**src/rtl/wcsf_pkg.sv**
```systemverilog
// ---------------------------------------------------------------------------
// wcsf_pkg
// shared constants and types of the weighted cross smoothing filter
// ---------------------------------------------------------------------------
package wcsf_pkg;

	localparam int MAX_WIDTH        = 1024;
	localparam int MAX_HEIGHT       = 4096;
	localparam int WEIGHT_FRAC_BITS = 8;

	localparam int COL_W    = $clog2(MAX_WIDTH);
	localparam int FW_W     = 11;
	localparam int FH_W     = 13;
	localparam int ROW_W    = 13;
	localparam int WGT_W    = 12;
	localparam int PIX_W    = 32;
	localparam int SUM_W    = 11;
	localparam int DEN_W    = 15;
	localparam int NUM_W    = 23;
	localparam int DIV_STEPS = 8;
	localparam int STEP_W   = $clog2(DIV_STEPS);

	localparam logic [1:0] CFG_FRAME_WIDTH  = 2'd0;
	localparam logic [1:0] CFG_FRAME_HEIGHT = 2'd1;
	localparam logic [1:0] CFG_NEIGH_WEIGHT = 2'd2;
	localparam logic [1:0] CFG_ALPHA_EN     = 2'd3;

	localparam logic CMD_FLUSH = 1'b1;

	typedef enum logic [4:0] {
		ST_IDLE = 5'b00001,
		ST_RD   = 5'b00010,
		ST_MUL  = 5'b00100,
		ST_DIV  = 5'b01000,
		ST_PUSH = 5'b10000
	} state_t;

	typedef struct packed {
		logic load;
		logic mul;
		logic step;
	} lane_ctl_t;

	typedef struct packed {
		logic use_l;
		logic use_r;
		logic use_a;
		logic use_b;
	} nbr_use_t;

endpackage

```
**src/rtl/wcsf_lane.sv**
```systemverilog
// ---------------------------------------------------------------------------
// wcsf_lane
// one color channel: weighted numerator and bit-serial quotient
// ---------------------------------------------------------------------------
module wcsf_lane (
	input  logic                      clk,
	input  logic                      arst_n,
	input  wcsf_pkg::lane_ctl_t       ctl,
	input  wcsf_pkg::nbr_use_t        use_n,
	input  logic [7:0]                centre,
	input  logic [7:0]                left,
	input  logic [7:0]                right,
	input  logic [7:0]                above,
	input  logic [7:0]                below,
	input  logic [wcsf_pkg::WGT_W-1:0] weight,
	input  logic [wcsf_pkg::DEN_W-1:0] den,
	output logic [7:0]                quot
);
	import wcsf_pkg::*;

	logic [SUM_W-1:0] sum_c;
	logic [SUM_W-1:0] sum_q;
	logic [7:0]       centre_q;
	logic [DEN_W-1:0] den_q;
	logic [NUM_W-1:0] rem_q;
	logic [NUM_W-1:0] dv_q;
	logic [7:0]       quot_q;

	// centre counts once more with weight, once with unit weight
	always_comb begin
		sum_c = SUM_W'(centre);
		if (use_n.use_l) sum_c = sum_c + SUM_W'(left);
		if (use_n.use_r) sum_c = sum_c + SUM_W'(right);
		if (use_n.use_a) sum_c = sum_c + SUM_W'(above);
		if (use_n.use_b) sum_c = sum_c + SUM_W'(below);
	end

	always_ff @(posedge clk or negedge arst_n) begin
		if (!arst_n) begin
			quot_q <= '0;
		end else if (ctl.mul) begin
			quot_q <= '0;
		end else if (ctl.step) begin
			quot_q <= {quot_q[6:0], (rem_q >= dv_q)};
		end
	end

	always_ff @(posedge clk) begin
		if (ctl.load) begin
			sum_q    <= sum_c;
			centre_q <= centre;
			den_q    <= den;
		end
		if (ctl.mul) begin
			rem_q <= (NUM_W'(centre_q) << WEIGHT_FRAC_BITS) + NUM_W'(weight) * NUM_W'(sum_q);
			dv_q  <= NUM_W'(den_q) << (DIV_STEPS - 1);
		end else if (ctl.step) begin
			if (rem_q >= dv_q) rem_q <= rem_q - dv_q;
			dv_q <= dv_q >> 1;
		end
	end

	assign quot = quot_q;
endmodule

```
**config.mk**
```make
export PLATFORM = sky130hd
export DESIGN_NAME = wcsf_lane
export DESIGN_NICKNAME = d
export VERILOG_FILES = /design/src/rtl/wcsf_pkg.sv /design/src/rtl/wcsf_lane.sv
export SDC_FILE = /design/constraint.sdc
export NUM_CORES = 1
export LEC_CHECK = 0
export BUFFER_PORTS_ARGS = -buffer_cell sky130_fd_sc_hd__buf_2
export CAP_MARGIN = 20
export CORE_MARGIN = 5
export CORE_UTILIZATION = 25
export CTS_BUF_LIST = sky130_fd_sc_hd__clkbuf_8
export DETAILED_ROUTE_END_ITERATION = 12
export PLACE_DENSITY = 0.38
export SLEW_MARGIN = 40
export SYNTH_ARGS = -nofsm -noshare
export SYNTH_HDL_FRONTEND = slang
export SYNTH_SLANG_ARGS = --single-unit
```
**constraint.sdc**
```tcl
create_clock -name clk -period 6.5 [get_ports clk]
set_input_delay 0.975 -clock clk [delete_from_list [all_inputs] [get_ports clk]]
set_output_delay 0.975 -clock clk [all_outputs]
set_load 0.02 [all_outputs]
```
==> metrics.txt, run 1 <==
DIE AREA 47180 um^2; Starting Density 25.08%; IO Port Bufs 83; Reg clk slew, reported paths 0.11 ns; H-tree levels 3; Final Wtd Congestion 0.7842; async set or reset register ratio after synthesis 9.195%; Nets 1514; CTS root buf clkbuf_8; # DRC 0; clock latency on the worst-skew pair 0.42 ns; DPL Wire Length 22590 um; Syn Nets 1453; Inserted Clock Buffers 9; IO Pins 84; Post-CTS Hold Fix Bufs 0; TritonCTS clock tree yes; initial drt markers 338; Total Wirelength 27460 um; mapped cell area 10730 um^2; post-CTS setup buffers 0; FF+latch count, synth 87; P&R area growth vs syn 11.14%; vias in the first global route 8411; DR WL/cell 15.53 um; max-slew violations 0; setup_tns 0 ns; sequential share of the synthesized area 23.31%; Setup CP Type in -> reg; die height 217.2 um; Synth Instances 1156; most frequent cells in the layout inv_1, nand2_1, ha_1, fa_1, buf_2; Synth warnings 0; hold_ws 0.3883 ns; number of enable flip-flop cells after synthesis 72; fin cells 1768; Max Clk Rate 0.1705 GHz; Ant. Diodes 0; Std-Cell Rows 76; Setup Viol. Count Final 0; Routed Antenna Nets 0; Final Cycle Share 90.26%; largest net degree at the start of global routing 44; first-pass GRT wire length 45020 um; antenna violations before repair 2; HP Class in -> async; Longest Clk Path Bufs 2; GR Util All Layers 11.89%; Worst EP arrival 6.03 ns; status completed; CP max FO 5; most common cell after layout, fill and taps aside inv_1; fillers 4593; Initial DRT Pass Iterations 4; Slew @ Worst Pin 0.6359 ns; unique cell type count in the Yosys netlist 73; Max Clock Skew 0.01695 ns; min cycle time layout 5.867 ns; vias per cell 4.456; main flop type after synthesis edfxtp_1; Worst setup SP type primary input; unrepaired setup endpoints after global routing false; Die Wd 217.2 um; vias 7878; crit end category flip-flop; max-cap violation count 0; post_cts resized 0; Crit path required time 6.67 ns; synth top area cells edfxtp_1, fa_1, ha_1; share of the synthesized area in the top cell type 20.14%; Fin. Hold Viols 0; Mean Syn Cell Area 9.286 um^2; CORE AREA 42790 um^2; GR Overflow Total 0; Max-slew headroom 57.60%; layout cells sized above 1 11.95%; Synth area leader edfxtp_1; Placed Cells 1752; Reg2Reg Setup Slack 0.84 ns; CTS Sinks 87
## cells by family (layout without fill, tap and decap cells)
group,Yosys count,in the layout,synth area share (%)
AND/OR/NAND/NOR,334,334,14.87
buffers and inverters,206,272,7.425
AO/OA/AOI/OAI,224,224,13.84
adder cells (fa/ha/maj),221,221,32.96
XOR/XNOR,46,46,3.823
multiplexers,38,38,3.765
flip-flops,87,87,23.31
## path summary, 6_finish.rpt
| check | startpoint | end | cells after the start |
|---|---|---|---|
| worst max-delay path | centre[1] | sum_q[9] | 27 |
| worst min-delay path | arst_n | quot[4] | 1 |
| worst max register to register | sum_q[3] | rem_q[22] | 17 |
| worst min register to register | quot[7] | quot[7] | 2 |
| max in group asynchronous | arst_n | quot[7] | 1 |
| min in group clk | quot[7] | quot[7] | 2 |
## layer usage
metal	track usage [%]	wire length, um	vias to the layer above
met2	20.48	13130	102
met5	0	24	-
met1	15.66	13060	3709
met4	2.718	361	4
li1	-	-	4039
met3	2.059	890	24
## registers in the layout, summed over array words and instances, names as in the netlist
name,cells
den_q,15
dv_q,22
rem_q,23
sum_q,11
quot,8
centre_q,8
## layout make-up
| class | count | area, um^2 | share of cell area [%] |
|---|---|---|---|
| flip-flops and latches | 87 | 2502 | 20.98 |
| clock inverters | 7 | 78.83 | 0.6607 |
| multi-input cells | 863 | 7441 | 62.37 |
| inverters | 164 | 615.6 | 5.160 |
| repair buffers | 92 | 485.5 | 4.069 |
| well taps | 546 | 683.2 | 5.726 |
| clock buffers | 9 | 123.9 | 1.038 |
## worst max-delay path, cell delays in order
cell and delay [ns]:
buf_2 0.13, ha_1 0.28, a21o_1 0.17, a21o_1 0.22, xnor2_1 0.13, mux2_2 0.28, ha_1 0.32, o21a_1 0.15
a21o_1 0.19, a211o_1 0.28, o211ai_1 0.09, nand3_1 0.16, ha_1 0.27, or2_2 0.30, o22a_1 0.18, o41a_1 0.12
a21oi_1 0.20, xnor2_1 0.08, mux2_2 0.27, ha_1 0.33, nand3_1 0.10, nand2_1 0.06, a41oi_1 0.27, nor2_1 0.08
mux2i_1 0.13, o32ai_1 0.11, xnor2_1 0.15
## cells in the mapped netlist, drive strengths merged (3+ instances only)
cell type,instances
ha,118
nor3,10
o31a,3
o22ai,5
nor4,3
or4,3
nor2b,13
fa,103
dfrtp,8
o2111ai,3
a211oi,14
nand3,20
xnor2,30
edfxtp,72
dfxtp,7
a21oi,52
a21o,20
clkbuf,38
nor3b,4
o221ai,3
and2,55
a211o,6
nand2,131
xor2,16
o21ai,60
or2,5
nor2,65
nand4,7
inv,164
a31oi,10
mux2,19
nand2b,8
buf,4
mux2i,19
a22o,5
o31ai,5
a21boi,3
o211ai,6
o21a,8
and3,3
## per-stage QoR
stage          area (um^2)  setup slack (ns)  util [%]
5_1_grt              11930            0.2242     27.88
3_5_place_dp         11730            0.1301     27.41
6_report             11930            0.6333     27.88
2_1_floorplan        10730            0.4952         -
3_3_place_gp         11730            0.2643     27.40
4_1_cts              11930            0.6265     27.88
Power of run 1 is not shown: default switching activity piles up to over one toggle a cycle in this logic, so the estimate is an artifact.
==> run 2, diff against run 1 <==
Settings changed: GPL_TIMING_DRIVEN set to 0, PLACE_DENSITY 0.38 to 0.39.
Clock period 6.5 ns to 5 ns, I/O delays scaled along.
==> run 2 against run 1 <==
Net effect:
- the run now ends with setup timing left
- cell count up 4.3%
- sequential share of layout area shrank 2.1 points
- via count grew 8.8%
- non-clock buffer count rose by 76
- global-route usage grew 0.95 points
- critical path depth down 7
- die area is the same
- clock skew fell by 0.0012 ns
- sequential cell count is the same
- worst hold slack lost 0.21 ns
- utilization up 3.2 points
- first-iteration DRC count is 57% higher
- critical endpoint is now rem_q[22]
- largest cell class unchanged
- highest routed layer is now met4
==> metrics.txt, run 2 (synthesis gave the netlist of run 1 again) <==
Max Clock Skew 0.01572 ns; die height 217.2 um; Inserted Clock Buffers 9; Max Clk Rate 0.1847 GHz; grt met3 use 1.753%; Reg clk slew, reported paths 0.09 ns; global-route met1 utilization 18.01%; crit end category flip-flop; Crit path required time 5.16 ns; max-cap violation count 0; Post-CTS Hold Fix Bufs 0; Largest register FFs 23; setup ws final -0.4145 ns; unrepaired setup endpoints after global routing true; CP max FO 10; Setup Viol. Count Final 11; Worst setup SP type primary input; status finished with violations; most common cell after layout, fill and taps aside inv_1; Initial DRT Pass Iterations 4; vias 8571; HP Class in -> async; Total Wirelength 29540 um; DPL Wire Length 24150 um; Nets 1590; Starting Density 25.08%; Largest Register rem_q; busiest layer in global routing met2; # DRC 0; GR Overflow Total 0; Longest Clk Path Bufs 2; Max-slew headroom 51.49%; Setup CP Type in -> reg; clock latency on the worst-skew pair 0.41 ns; CORE AREA 42790 um^2; H-tree levels 3; max-slew violations 0; min cycle time layout 5.415 ns; antenna violations before repair 1; vias in the first global route 8886; Fin. Hold Viols 0; Std-Cell Rows 76; first-pass GRT wire length 47840 um; Largest regs rem_q: 23 flops, dv_q: 22 flops, den_q: 15 flops; Ant. Diodes 0; Die Wd 217.2 um; Slew @ Worst Pin 0.7276 ns; critical path launch point weight[8]; largest net degree at the start of global routing 35; CTS root buf clkbuf_8; DR WL/cell 16.02 um; DIE AREA 47180 um^2; CTS Sinks 87; most frequent cells in the layout inv_1, nand2_1, fa_1, ha_1, buf_2; vias per cell 4.648; GR Util met2 20.98%; violations in the final reports setup timing; GR Util All Layers 12.84%; Routed Antenna Nets 0; layout cells sized above 1 23.04%; IO Pins 84; Final Cycle Share 108.3%; initial drt markers 529; Final Wtd Congestion 0.8182; IO Port Bufs 81; reg2reg start sum_q[3]; dpl ws -1.200 ns; Worst EP arrival 5.57 ns; TritonCTS clock tree yes; P&R area growth vs syn 23.81%
run 2: cell count changes in the layout (fill, tap and decap cells not counted), sizes merged:
cell,previous run,this run
buf,92,147
bufinv,1,0
clkinv,2,1
clkinvlp,1,3
clkbuf,9,30
run 2: area by class of cell:
cell class / instances / area (um^2)
fill: 4595 / 29500
multi-input combinational: 863 / 8132
sequential: 87 / 2502
timing repair buffer: 132 / 843.3
tap: 546 / 683.2
inverter: 164 / 615.6
buffer: 36 / 335.3
clock buffer: 9 / 123.9
clock inverter: 7 / 55.05
run 2: what timing repair did:
item,4_1_cts,5_1_grt
pin swaps,54,35
buffers inserted,32,18
endpoints found under the setup margin,19,15
gates cloned,0,0
resized for setup,72,69
run 2: per-layer routing:
metal  wire [um]  share of wire, %  vias up
met5           0                 0        -
met4         426               1.4        0
met3         849               2.9       23
met2       13650                46      104
met1       14610                49     4244
li1            -                 -     4200
run 2: worst max-delay path, stage by stage:
cell      delay, ns
buf_2          0.12
clkbuf_8       0.18
nand2_1        0.08
fa_1           0.48
fa_1           0.55
inv_2          0.05
fa_1           0.48
inv_2          0.04
fa_1           0.49
inv_1          0.05
fa_1           0.53
ha_4           0.22
or2_4          0.26
o21ai_4        0.16
a211o_4        0.15
a31oi_4        0.10
or4_4          0.45
a31oi_4        0.22
xnor2_2        0.13
mux2i_1        0.09
run 2: worst paths after layout:
kind	endpoint	slack, ns	depth (start not counted)
min in group clk	den_q[6]	0.51	1
max in group asynchronous	quot[6]	4.65	1
max reg2reg	rem_q[22]	-0.40	18
max	rem_q[22]	-0.41	20
min	quot[4]	0.18	1
min reg2reg	quot[7]	0.52	2
run 2: stage by stage:
stage / TNS (ns) / hold WS (ns) / instances / utilization (%) / instance area, um^2
floorplan: -2.361 / 0.4544 / 1156 / - / 11050
global placement: -11.48 / 0.5047 / 1783 / 28.36 / 12130
detailed placement: -11.74 / 0.5114 / 1784 / 28.43 / 12170
CTS: -2.463 / 0.1305 / 1828 / 30.13 / 12890
global route: -4.613 / 0.1463 / 1844 / 31.06 / 13290
finish: -2.265 / 0.1785 / 1844 / 31.06 / 13290
Power of run 2 is left out for the same reason.
==> run 3, diff against run 2 <==
Settings changed: CORE_UTILIZATION 25 to 50, PLACE_DENSITY 0.39 to 0.69.
==> run 3 against run 2 <==
Net effect:
- the flow still finishes with violations (setup timing)
- die area is 48% lower
- worst hold slack hardly changed
- via count is 1.2% higher
- sequential share of layout area is 0.21 points higher
- worst setup slack worse by 0.012 ns
- register-to-register slack worse by 0.03 ns
- sequential cell count stayed put
- global-route usage is 9.5 points higher
- count of clock-buffer cells in the layout stayed put
- maximum frequency is 0.23% lower
- first-iteration DRC count is 14% lower
- critical endpoint unchanged
- largest cell class unchanged
==> metrics.txt, run 3 (synthesis gave the netlist of run 1 again) <==
status finished with violations; violations in the final reports setup timing; vias per cell 5.504; Largest register FFs 23; Initial DRT Pass Iterations 5; most common cell after layout, fill and taps aside inv_1; max-slew violations 0; Worst setup SP type flip-flop; Die Wd 156.5 um; GR Util met2 37.18%; Longest Clk Path Bufs 2; CP max FO 5; Setup Viol. Count Final 13; max incr delay on CP 0.56 ns; Nets 1593; # DRC 0; dpl ws -1.168 ns; layout cells sized above 1 24.83%; critical path's slowest cell fa_2; IO Pins 84; grt met3 use 3.595%; setup ws final -0.4270 ns; CTS Sinks 87; Crit path buffers/inverters 4; global-route met1 utilization 30.39%; Crit path required time 5.14 ns; Crit path max-delay family adder cells; vias in the first global route 8818; Fin. Hold Viols 0; Starting Density 50.90%; Total Wirelength 27260 um; post-layout util 62.33%; crit end category flip-flop; most used cell, CP fa_1; vias 8674; Max Clock Skew 0.01353 ns; first-pass GRT wire length 43720 um; hold_ws 0.1783 ns; max-cap violation count 0; Max Clk Rate 0.1843 GHz; Final Wtd Congestion 0.9239; P&R area growth vs syn 22.45%; GR Overflow Total 0; Inserted Clock Buffers 9; largest net degree at the start of global routing 35; min cycle time layout 5.427 ns; most frequent cells in the layout inv_1, nand2_1, fa_1, ha_1, buf_2; GR Util All Layers 22.34%; CORE AREA 21090 um^2; Setup CP Type reg -> reg; Slew @ Worst Pin 0.7822 ns; DPL Wire Length 21090 um; TritonCTS clock tree yes; DIE AREA 24500 um^2; Std-Cell Rows 53; CTS root buf clkbuf_8; Ant. Diodes 0; Largest regs rem_q: 23 flops, dv_q: 22 flops, den_q: 15 flops; antenna violations before repair 0; Largest Register rem_q; Routed Antenna Nets 0; busiest layer in global routing met2; die height 156.5 um; setup_tns -3.144 ns; clock latency on the worst-skew pair 0.38 ns; DR WL/cell 17.30 um; HP Class in -> async; IO Port Bufs 81; Cell Chain, Critical Path buf_8 > nand2_4 > fa_2 > inv_2 > fa_1 > inv_1 > fa_1 > inv_2 > fa_1 > fa_2 > ha_4 > a2111oi_4 > a211o_4 > a31oi_4 > or4_4 > a31oi_4 > xnor2_2 > mux2i_1; Reg clk slew, reported paths 0.11 ns; Max-slew headroom 47.86%; Worst EP arrival 5.57 ns; initial drt markers 453; unrepaired setup endpoints after global routing true; H-tree levels 3; Final Cycle Share 108.5%
run 3: final timing paths:
kind | start | end | slack, ns | cells past startpoint
worst min-delay path | arst_n | quot[4] | 0.18 | 1
min in group clk | dv_q[0] | dv_q[0] | 0.52 | 2
worst min register to register | dv_q[0] | dv_q[0] | 0.52 | 2
worst max-delay path | sum_q[4] | rem_q[22] | -0.43 | 18
worst max register to register | sum_q[4] | rem_q[22] | -0.43 | 18
max in group asynchronous | arst_n | quot[7] | 4.65 | 1
run 3: stage by stage:
stage,area (um^2),instances
after floorplan,11050,1156
after global placement,11800,1512
after detailed placement,11840,1513
after CTS,12570,1553
after global routing,13140,1576
final,13140,1576
run 3: per-layer routing:
metal / routed length (um) / up-vias / part of all wire, %
met5: 0 / - / 0
met4: 554 / 0 / 2.0
met3: 1313 / 29 / 4.8
met2: 13250 / 198 / 49
li1: - / 4202 / -
met1: 12150 / 4245 / 45
run 3: timing repair:
| action | 4_1_cts | 5_1_grt |
|---|---|---|
| cloned | 1 | 0 |
| resized for setup | 66 | 103 |
| buffers inserted | 27 | 28 |
| hold buffers | 0 | 0 |
| setup endpoints to repair | 19 | 17 |
| pin swaps | 35 | 53 |
run 3: area by class of cell:
class,count,area (um^2)
multi-input combinational,863,8275
fill,1747,7944
sequential,87,2502
timing repair buffer,133,874.6
inverter,164,615.6
tap,275,344.1
buffer,38,332.8
clock buffer,9,123.9
clock inverter,7,75.07
Power of run 3 is left out for the same reason.
